**src/hdl/sgpl_out_buf.sv**
```systemverilog
// Output register with a skid stage; freezes the pipeline while the skid is full.
// Depends on sgpl_pkg only through its users; holds two-bit result words.
module sgpl_out_buf (
	input  logic       clk,
	input  logic       arst_n,
	input  logic       res_valid,
	input  logic [1:0] res_class,
	output logic       en,
	output logic       m_valid,
	input  logic       m_ready,
	output logic [1:0] m_class
);

	logic       out_valid_q, skid_valid_q;
	logic [1:0] out_class_q, skid_class_q;
	logic       take, out_free;

	assign take     = out_valid_q && m_ready;
	assign out_free = !out_valid_q || take;
	assign en       = !skid_valid_q;

	// Occupancy of the output register and the skid stage.
	always_ff @(posedge clk or negedge arst_n) begin
		if (!arst_n) begin
			out_valid_q  <= 1'b0;
			skid_valid_q <= 1'b0;
		end else if (skid_valid_q) begin
			if (out_free) begin
				out_valid_q  <= 1'b1;
				skid_valid_q <= 1'b0;
			end
		end else if (res_valid) begin
			if (out_free) begin
				out_valid_q <= 1'b1;
			end else begin
				skid_valid_q <= 1'b1;
			end
		end else if (take) begin
			out_valid_q <= 1'b0;
		end
	end

	// Result words follow the same choices.
	always_ff @(posedge clk) begin
		if (skid_valid_q) begin
			if (out_free) begin
				out_class_q <= skid_class_q;
			end
		end else if (res_valid) begin
			if (out_free) begin
				out_class_q <= res_class;
			end else begin
				skid_class_q <= res_class;
			end
		end
	end

	assign m_valid = out_valid_q;
	assign m_class = out_class_q;

endmodule

```
**config.mk**
```make
export PLATFORM = sky130hd
export DESIGN_NAME = sgpl_out_buf
export DESIGN_NICKNAME = d
export VERILOG_FILES = /design/src/hdl/sgpl_out_buf.sv
export SDC_FILE = /design/constraint.sdc
export NUM_CORES = 1
export LEC_CHECK = 0
export BUFFER_PORTS_ARGS = -buffer_cell sky130_fd_sc_hd__buf_2
export CORE_AREA = 5 5 42 44
export CTS_BUF_LIST = sky130_fd_sc_hd__clkbuf_8
export CTS_CLUSTER_SIZE = 8
export DETAILED_ROUTE_END_ITERATION = 6
export DIE_AREA = 0 0 47 49
export GPL_TIMING_DRIVEN = 0
export PLACE_DENSITY = 0.39
export SYNTH_ARGS = -nofsm -noshare
export SYNTH_HDL_FRONTEND = slang
export SYNTH_SLANG_ARGS = --single-unit
```
**constraint.sdc**
```tcl
create_clock -name clk -period 1.35 [get_ports clk]
set_clock_uncertainty 0.1 [all_clocks]
set_input_delay 0.27 -clock clk [delete_from_list [all_inputs] [get_ports clk]]
set_output_delay 0.27 -clock clk [all_outputs]
set_load 0.03 [all_outputs]
```
==> flow_metrics.env <==
export IMPL_status="completed"
export IMPL_routed_via_density=3.500
export IMPL_crit_fanout=5
export IMPL_hold_viol_final=0
export IMPL_setup_violations=0
export IMPL_worstMarginPinSlew_ns=0.3358
export IMPL_hp_class="in2reg"
export IMPL_clock_sinks=6
export IMPL_yosys_area_share_xor_xnor_pct=0
export IMPL_die_height_um=49
export IMPL_start_util_pct=16.79
export IMPL_synthFlopType="edfxtp_1"
export IMPL_drc=0
export IMPL_fin_hold_ws_ns=0.1377
export IMPL_synthArstFlopShare_pct=33.33
export IMPL_p_leak_nw=0.1494
export IMPL_ioPinCount=10
export IMPL_synth_mux_area_fraction_pct=9.574
export IMPL_ys_top_cells_by_area="edfxtp_1, dfrtp_1, mux2_2, nand2b_4, nor2_1"
export IMPL_cpMaxStageDelayCell="dfrtp_1"
export IMPL_htreeDepth=1
export IMPL_start_kind="flop"
export IMPL_period_minus_slack_ns=1.267
export IMPL_grt_antenna_before_repair=0
export IMPL_syn_to_final_growth_pct=49.47
export IMPL_cap_violations=0
export IMPL_grt_util_all_layers_pct=5.114
export IMPL_rr_endpoint="skid_class_q[0]$_DFFE_PP_"
export IMPL_wl_met1_um=200
export IMPL_synth_seq_area_share_pct=72.34
export IMPL_grt_max_degree=6
export IMPL_cts_root_buffer="clkbuf_8"
export IMPL_hold_end="skid_class_q[1]$_DFFE_PP_"
export IMPL_wl_per_cell_um=9.750
export IMPL_hold_depth=1
export IMPL_wl_met2_um=130
export IMPL_endpoint_kind="primary output"
export IMPL_placed_cells=40
export IMPL_synth_common_cells="edfxtp_1, dfrtp_1, mux2_2, nor2_1"
export IMPL_r2r_start="m_valid$_DFFE_PN0P_"
export IMPL_drive_gt1_share_pct=53.57
export IMPL_cts_buffer_depth=2
export IMPL_top_layer_used="met4"
export IMPL_r2r_setup_slack_ns=0.14
export IMPL_synthesis_nets=21
export IMPL_die_area_sq_mm=0.002303
export IMPL_finalWirelength_um=429
export IMPL_synthSimpleGateAreaFrac_pct=16.49
export IMPL_rsz0062_at_grt="no"
export IMPL_peakVddDrop_v=0.0004892
export IMPL_reg2regPathDepth=2
export IMPL_wl_met3_um=76
export IMPL_slew_violations=0
export IMPL_fin_cells=44
export IMPL_num_rows=14
export IMPL_yosysTopAreaCell="edfxtp_1"
export IMPL_synth_top_family_by_area="simple AND/OR/NAND/NOR gates"
export IMPL_first_pass_iters=2
export IMPL_gp_congestion=0.6669
export IMPL_synth_cell_types=9
export IMPL_synth_edf_count=4
export IMPL_path_class="reg2out"
export IMPL_path_buf_inv=2
export IMPL_critPathLaunch="skid_valid_q$_DFF_PN0_"
export IMPL_syn_area_per_cell_sq_um=15.68
export IMPL_fin_util_pct=25.09
export IMPL_grt_pass1_vias=163
export IMPL_max_slew_margin_pct=77.56
export IMPL_fmax_ghz=0.7893
export IMPL_power_density_mw_per_mm2=1572
export IMPL_synth_seq_cells=6
export IMPL_syn_area_sq_um=235.2
export IMPL_ant_nets=0
export IMPL_final_nets=36
export IMPL_setup_tns_ns=0
export IMPL_grt_pass1_wl_um=731
export IMPL_dp_hpwl_um=332.1
export IMPL_fin_crit_sh_pct=93.85
export IMPL_clk_latency_ns=0.22
export IMPL_required_ns=0.98
export IMPL_synthCells=15
export IMPL_path_clk_slew_ns=0.04
export IMPL_yosys_area_share_adder_pct=0
export IMPL_n_antenna_cell=0
export IMPL_die_w_um=47
export IMPL_min_from="res_class[1]"
export IMPL_overflow=0
export IMPL_max_stage_delay_ns=0.42
export IMPL_drt_iter0_drc=1
export IMPL_synth_compound_area_share_pct=0
export IMPL_core_sq_mm=0.001401
export IMPL_synthDominantCellAreaShare_pct=51.06
export IMPL_numCtsBuffers=3
export IMPL_worstPathArrival_ns=0.90
export IMPL_cts_tree="built"
export IMPL_vias=154
export IMPL_synth_most_common_cell="edfxtp_1"
export IMPL_crit_family="flip-flops"
export IMPL_ys_warn_count=0
export IMPL_post_cts_buffers=0
export IMPL_cp_cell_sequence="inv_1 -> buf_2"
export IMPL_port_buffers=9
[per-layer routing]
layer  vias to the layer above  global-route usage (%)
li1                         80                       -
met1                        58                   5.418
met2                        12                   4.751
met3                         4                   4.428
met5                         -                       0
met4                         0                   6.912
[power by group]
part | switching, W | total, W | internal, W
Sequential | 0.00000727 | 0.000220 | 0.000213
Clock | 0.0000795 | 0.000271 | 0.000192
Combinational | 0.0000361 | 0.0000615 | 0.0000254
[cells by family (layout without fill, tap and decap cells)]
group         after synthesis  after routing
mux                         2              2
buf+inv                     1             14
simple gates                6              6
flops                       6              6
[worst max-delay path by stage]
| stage | endpoint | slack (ns) | cells after the start |
|---|---|---|---|
| 2_1_floorplan | skid_class_q[0]$_DFFE_PP_ | 0.03 | 2 |
| 3_3_place_gp | skid_class_q[0]$_DFFE_PP_ | 0.08 | 3 |
| 3_5_place_dp | skid_class_q[0]$_DFFE_PP_ | 0.09 | 3 |
| 4_1_cts | en | 0.07 | 2 |
| 5_1_grt | en | 0.02 | 2 |
| 6_report | en | 0.08 | 2 |
[cell usage in the layout (no fill, tap or decap)]
cell type	n
buf_2	9
clkbuf_8	3
dfrtp_1	2
dlygate4sd3_1	1
edfxtp_1	4
inv_1	1
mux2_2	2
nand2_1	1
nand2b_4	1
nor2_1	2
nor2b_1	1
nor3b_1	1
[final cells by class]
| class | count | area (sq um) |
|---|---|---|
| Multi-Input combinational cell | 8 | 61.31 |
| Tap cell | 16 | 20.02 |
| Fill cell | 159 | 1050 |
| Inverter | 1 | 3.754 |
| Clock buffer | 3 | 41.29 |
| Timing Repair Buffer | 10 | 55.05 |
| Sequential cell | 6 | 170.2 |
[flip-flops by register name, indices dropped and copies added, names as in the netlist]
signal / count
skid_valid_q: 1
m_class: 2
m_valid: 1
skid_class_q: 2
[worst register-to-register path, delay by kind of cell, from the launching register on]
family	cells	cell delay (ns)
and+or+nand+nor	2	0.39
DFF	1	0.38
[through the flow]
step	power [W]	worst slack, ns	instance area [sq um]
after floorplan	0.0002614	0.03387	235.2
after global placement	0.0002824	0.08039	300.3
after detailed placement	0.0002829	0.08979	300.3
after CTS	0.0005614	0.07479	351.6
after global routing	0.0005823	0.02305	351.6
final	0.0005525	0.08300	351.6
[what timing repair did]
item                                   in CTS  in global routing
hold buffers                                1                  0
endpoints found under the hold margin       2                  0
gates resized for setup                     0                  0
(Power assumes the default switching activity.)
