## config.mk

```make
export PLATFORM = sky130hd
export DESIGN_NAME = sgpl_divider
export DESIGN_NICKNAME = d
export VERILOG_FILES = /design/src/hdl/sgpl_pkg.sv /design/src/hdl/sgpl_divider.sv
export SDC_FILE = /design/constraint.sdc
export NUM_CORES = 1
export LEC_CHECK = 0
export ABC_CLOCK_PERIOD_IN_PS = 26100
export BUFFER_PORTS_ARGS = -buffer_cell sky130_fd_sc_hd__buf_2
export CAP_MARGIN = 10
export CELL_PAD_IN_SITES_DETAIL_PLACEMENT = 1
export CELL_PAD_IN_SITES_GLOBAL_PLACEMENT = 2
export CORE_MARGIN = 2
export CORE_UTILIZATION = 25
export DETAILED_ROUTE_END_ITERATION = 8
export GPL_TIMING_DRIVEN = 0
export PLACE_DENSITY_LB_ADDON = 0.1
export SLEW_MARGIN = 20
export SYNTH_ARGS = -nofsm -noshare
export SYNTH_HDL_FRONTEND = slang
export SYNTH_SLANG_ARGS = --single-unit
```

## constraint.sdc

```tcl
create_clock -name clk -period 26.1 [get_ports clk]
set_input_delay 3.915 -clock clk [delete_from_list [all_inputs] [get_ports clk]]
set_output_delay 3.915 -clock clk [all_outputs]
set_load 0.1 [all_outputs]
```

## src/hdl/sgpl_pkg.sv

```systemverilog
// Shared types, constants and the divider step for the scaled glyph pixel lookup.
// No dependencies; all other hdl files but sgpl_out_buf use it by scoped names.
package sgpl_pkg;

	// Coordinate and divisor widths.
	localparam int COORD_W = 16;
	localparam int SCALE_W = 8;

	// Quotient bits resolved by each divider stage, and the number of stages.
	localparam int DIV_BITS   = 4;
	localparam int DIV_STAGES = COORD_W / DIV_BITS;

	// Glyph store geometry.
	localparam int STORE_DEPTH = 512;
	localparam int ADDR_W      = 9;

	// Result codes.
	localparam logic [1:0] CLASS_OUTSIDE = 2'd0;
	localparam logic [1:0] CLASS_CLEAR   = 2'd1;
	localparam logic [1:0] CLASS_SET     = 2'd2;

	// Register map, one register per 32-bit word.
	typedef enum logic [2:0] {
		REG_WIDTH     = 3'd0,
		REG_HEIGHT    = 3'd1,
		REG_COL_SHIFT = 3'd2,
		REG_ROW_SHIFT = 3'd3,
		REG_SCALE     = 3'd4
	} reg_idx_t;

	// Per-word control that travels alongside the coordinates.
	typedef struct packed {
		logic              is_query;
		logic [ADDR_W-1:0] byte_index;
		logic [7:0]        byte_value;
	} ctl_t;

	// One lane of the restoring divider: partial remainder and a work word
	// that starts as the dividend and fills with quotient bits from the right.
	typedef struct packed {
		logic [SCALE_W-1:0] rem;
		logic [COORD_W-1:0] work;
	} div_lane_t;

	// Glyph geometry as seen by the lookup stages (already clamped).
	typedef struct packed {
		logic [6:0]        width;
		logic [6:0]        height;
		logic signed [8:0] col_shift;
		logic signed [9:0] row_shift;
	} geom_t;

	// Resolve DIV_BITS quotient bits of one lane.
	function automatic div_lane_t div_step(div_lane_t lane, logic [SCALE_W-1:0] dvs);
		div_lane_t        l;
		logic [SCALE_W:0] t;
		l = lane;
		for (int i = 0; i < DIV_BITS; i++) begin
			t = {l.rem, l.work[COORD_W-1]};
			l.work = {l.work[COORD_W-2:0], 1'b0};
			if (t >= {1'b0, dvs}) begin
				t = t - {1'b0, dvs};
				l.work[0] = 1'b1;
			end
			l.rem = t[SCALE_W-1:0];
		end
		return l;
	endfunction

endpackage

```

## src/hdl/sgpl_divider.sv

```systemverilog
// Four-stage pipelined restoring divider for both pixel coordinates.
// Depends on sgpl_pkg for the lane type and the per-stage division step.
module sgpl_divider (
	input  logic                               clk,
	input  logic                               arst_n,
	input  logic                               en,
	input  logic [sgpl_pkg::SCALE_W-1:0]       dvs,
	input  logic                               in_valid,
	input  sgpl_pkg::ctl_t                     in_ctl,
	input  logic [sgpl_pkg::COORD_W-1:0]       in_x,
	input  logic [sgpl_pkg::COORD_W-1:0]       in_y,
	output logic                               out_valid,
	output sgpl_pkg::ctl_t                     out_ctl,
	output logic [sgpl_pkg::COORD_W-1:0]       out_qx,
	output logic [sgpl_pkg::COORD_W-1:0]       out_qy
);

	logic valid_s1, valid_s2, valid_s3, valid_s4;
	sgpl_pkg::ctl_t ctl_s1, ctl_s2, ctl_s3, ctl_s4;
	sgpl_pkg::div_lane_t x_s1, x_s2, x_s3, x_s4;
	sgpl_pkg::div_lane_t y_s1, y_s2, y_s3, y_s4;
	sgpl_pkg::div_lane_t x_init, y_init;

	// A fresh division starts with a zero remainder.
	assign x_init = '{rem: '0, work: in_x};
	assign y_init = '{rem: '0, work: in_y};

	// Valid bits advance with the pipeline.
	always_ff @(posedge clk or negedge arst_n) begin
		if (!arst_n) begin
			valid_s1 <= 1'b0;
			valid_s2 <= 1'b0;
			valid_s3 <= 1'b0;
			valid_s4 <= 1'b0;
		end else if (en) begin
			valid_s1 <= in_valid;
			valid_s2 <= valid_s1;
			valid_s3 <= valid_s2;
			valid_s4 <= valid_s3;
		end
	end

	// Each stage resolves four quotient bits of both coordinates.
	always_ff @(posedge clk) begin
		if (en) begin
			ctl_s1 <= in_ctl;
			ctl_s2 <= ctl_s1;
			ctl_s3 <= ctl_s2;
			ctl_s4 <= ctl_s3;
			x_s1   <= sgpl_pkg::div_step(x_init, dvs);
			x_s2   <= sgpl_pkg::div_step(x_s1, dvs);
			x_s3   <= sgpl_pkg::div_step(x_s2, dvs);
			x_s4   <= sgpl_pkg::div_step(x_s3, dvs);
			y_s1   <= sgpl_pkg::div_step(y_init, dvs);
			y_s2   <= sgpl_pkg::div_step(y_s1, dvs);
			y_s3   <= sgpl_pkg::div_step(y_s2, dvs);
			y_s4   <= sgpl_pkg::div_step(y_s3, dvs);
		end
	end

	assign out_valid = valid_s4;
	assign out_ctl   = ctl_s4;
	assign out_qx    = x_s4.work;
	assign out_qy    = y_s4.work;

endmodule

```

==> flow_metrics.tcl <==
set metrics [dict create \
    fin_crit_sh_pct 58.9 \
    synth_area_um2 20000 \
    clkLatencyLatePin_ns 0.56 \
    grt_pass1_vias 16023 \
    drcViolationCount 0 \
    ctsResizeCount 0 \
    ys_ff_latch 252 \
    async_reset_ff_share_pct 1.59 \
    grt_max_degree 97 \
    finalHoldViolCount 0 \
    crit_start "dvs[1]" \
    cts-buffers-inserted 36 \
    layout.cells.non_filler 3111 \
    critPathTopFamily "compound AO/OA/AOI/OAI gates" \
    track_usage_pct 13.6 \
    setup_viol 0 \
    port_buffers 112 \
    grt_antenna_before_repair 0 \
    hp-class "flop to flop" \
    synth_edf_count 248 \
    drive_above_1_share_pct 15.5 \
    cts-root-buf "clkbuf_16" \
    wl_mm 55.4 \
    vias 14784 \
    required_ns 26.35 \
    area_growth_pct 16.6 \
    ant_nets 0 \
    clk_path_buf_depth 3 \
    antennaDiodeCount 0 \
    initial_core_util_pct 25.3 \
    post_cts_buffers 0 \
    io_pins 113 \
    synth.distinct_cells 78 \
    synth_warnings 0 \
    htreeDepth 2 \
    grt_remaining_overflow 0 \
    drt_iter0_drc 496 \
    syn_avg_cell_area_um2 10.6 \
    dieArea_um2 82200 \
    fin_skew_ns 0.0238 \
    drv_cap 0 \
    vias_per_cell 4.75 \
    regToRegStartpoint "y_s1[19]" \
    worst_pin_slew_ns 0.942 \
    globalplace.congestion 0.758 \
    dp_hpwl_mm 41.1 \
    die_h_um 287 \
    seq_area_frac_synth_pct 37.8 \
    critical_path_buf_inv_count 7 \
    firstDrtPassIters 5 \
    finalSetupTns_ns 0 \
    post-route-min-period_ns 15.38 \
    rows 103 \
    placedInstanceArea_um2 22100 \
    post_drt_wl_per_cell_um 17.8 \
    nets 2370 \
    synth-main-ff-cell "edfxtp_1" \
    syn_inst 1878 \
    grt_pass1_wl_mm 89.0 \
    dp.cells 3048 \
    slew_viol_final 0 \
    start_kind "primary input" \
    crit_top_cell "a21oi_1" \
    fp.dieW_um 287 \
    critPathSlowestCell "nor4_2" \
    grt_setup_unrepaired "no" \
    stdcell_area_um2 23300 \
    hold_start "x_s1[3]" \
    coreArea_um2 79000 \
    rr_worst_depth 37 \
    cts-hold-fix-buffers 0 \
    fmaxAchievable_mhz 65.0 \
    cts_tree "built" \
    min_path_cells 0 \
    cp.depth 40 \
    clkSinkCount 252 \
    cpPeakStageDelay_ns 0.67 \
    crit_arrival_ns 15.63 \
    crit_fanout 25 \
    syn_nets 2212 \
    clkTransAtPathRegs_ns 0.06 \
    relSlewSlack_pct 36.8 \
    end_kind "flop" \
    status "finished, final reports clean" \
    crit_type "primary input to flop" \
    holdWs_ns 0.406 \
    r2r_slack_ns 14.83 \
]
[cells in the mapped netlist, drive strengths merged, types with 13 or more instances]
| library cell | count | area [µm²] |
|---|---|---|
| edfxtp | 248 | 7450 |
| ha | 244 | 3050 |
| inv | 141 | 529 |
| nor2 | 134 | 503 |
| o21ai | 116 | 581 |
| a21oi | 103 | 515 |
| mux2 | 94 | 1060 |
| nand2 | 89 | 342 |
| xnor2 | 79 | 692 |
| a21o | 55 | 413 |
| nor2b | 55 | 344 |
| xor2 | 46 | 403 |
| mux2i | 42 | 420 |
| nand2b | 39 | 244 |
| fa | 28 | 561 |
| a21boi | 26 | 199 |
| nand3 | 23 | 115 |
| nand4 | 23 | 144 |
| nor3 | 21 | 105 |
| and2 | 18 | 113 |
| o21a | 18 | 135 |
| a211oi | 17 | 145 |
| and4 | 15 | 131 |
| o21bai | 14 | 109 |
| a31oi | 13 | 96.3 |
[cells in the final DEF, fill, tap and decap left out, types with 42 or more instances in the layout]
| master | Yosys | routed |
|---|---|---|
| edfxtp_1 | 248 | 248 |
| ha_1 | 244 | 244 |
| mux2i_1 | 42 | 42 |
| nand2_1 | 88 | 88 |
| nor2_1 | 134 | 134 |
| inv_1 | 139 | 132 |
| nor2b_1 | 55 | 55 |
| xnor2_1 | 79 | 79 |
| a21o_1 | 55 | 55 |
| buf_2 | 1 | 110 |
| a21oi_1 | 103 | 103 |
| xor2_1 | 46 | 46 |
| o21ai_0 | 116 | 116 |
| mux2_2 | 94 | 94 |
[flip-flops by register name, summed over array words and instances, names as in the netlist, 16 cells and up]
name     cells
x_s1        24
x_s2        24
x_s3        24
y_s1        24
y_s2        24
y_s3        24
ctl_s1      18
ctl_s2      18
ctl_s3      18
out_ctl     18
out_qx      16
out_qy      16
[routing by layer]
metal / global-route usage [%] / routed length (µm) / vias to the layer above
li1: - / - / 7360
met1: 17.8 / 26500 / 7225
met2: 23.2 / 26300 / 139
met3: 2.00 / 1530 / 60
met4: 3.48 / 1060 / 0
met5: 0 / 0 / -
[metrics by stage]
stage          utilization, %  setup WS, ns
6_report                 29.5         10.72
5_1_grt                  29.5          9.44
4_1_cts                  29.5         10.20
3_5_place_dp             27.9          9.59
3_3_place_gp             27.7          7.48
2_1_floorplan               -         12.61
[layout make-up]
| class | count | area (µm²) |
|---|---|---|
| timing repair buffer | 120 | 758 |
| fill | 8849 | 55700 |
| sequential | 252 | 7550 |
| clock inverter | 21 | 297 |
| buffer | 14 | 57.6 |
| tap | 1050 | 1310 |
| clock buffer | 42 | 923 |
| multi-input combinational | 1471 | 11900 |
| inverter | 141 | 534 |
[worst reg2reg max path, delay by kind of cell (launching register included)]
family	cells	cell delay, ns
simple gates	10	2.50
fa+ha+maj	4	1.30
compound gates	19	5.81
buf+inv	4	0.98
flops	1	0.40
[final timing paths]
kind	endpoint
max	y_s2[19]
min	x_s2[7]
max reg2reg	y_s2[19]
min reg2reg	x_s2[7]
max in group asynchronous	valid_s3
min in group asynchronous	valid_s2
[cells by family after synthesis]
| kind of cell | count (synthesis) | share of synthesized area [%] |
|---|---|---|
| compound gates | 468 | 16.1 |
| xor+xnor | 125 | 5.48 |
| fa+ha+maj | 272 | 18.1 |
| buf+inv | 155 | 2.94 |
| flops | 252 | 37.8 |
| mux | 136 | 7.40 |
| simple gates | 470 | 12.2 |
Power is not shown: default switching activity piles up to over one toggle a cycle in this logic, so the estimate is an artifact.
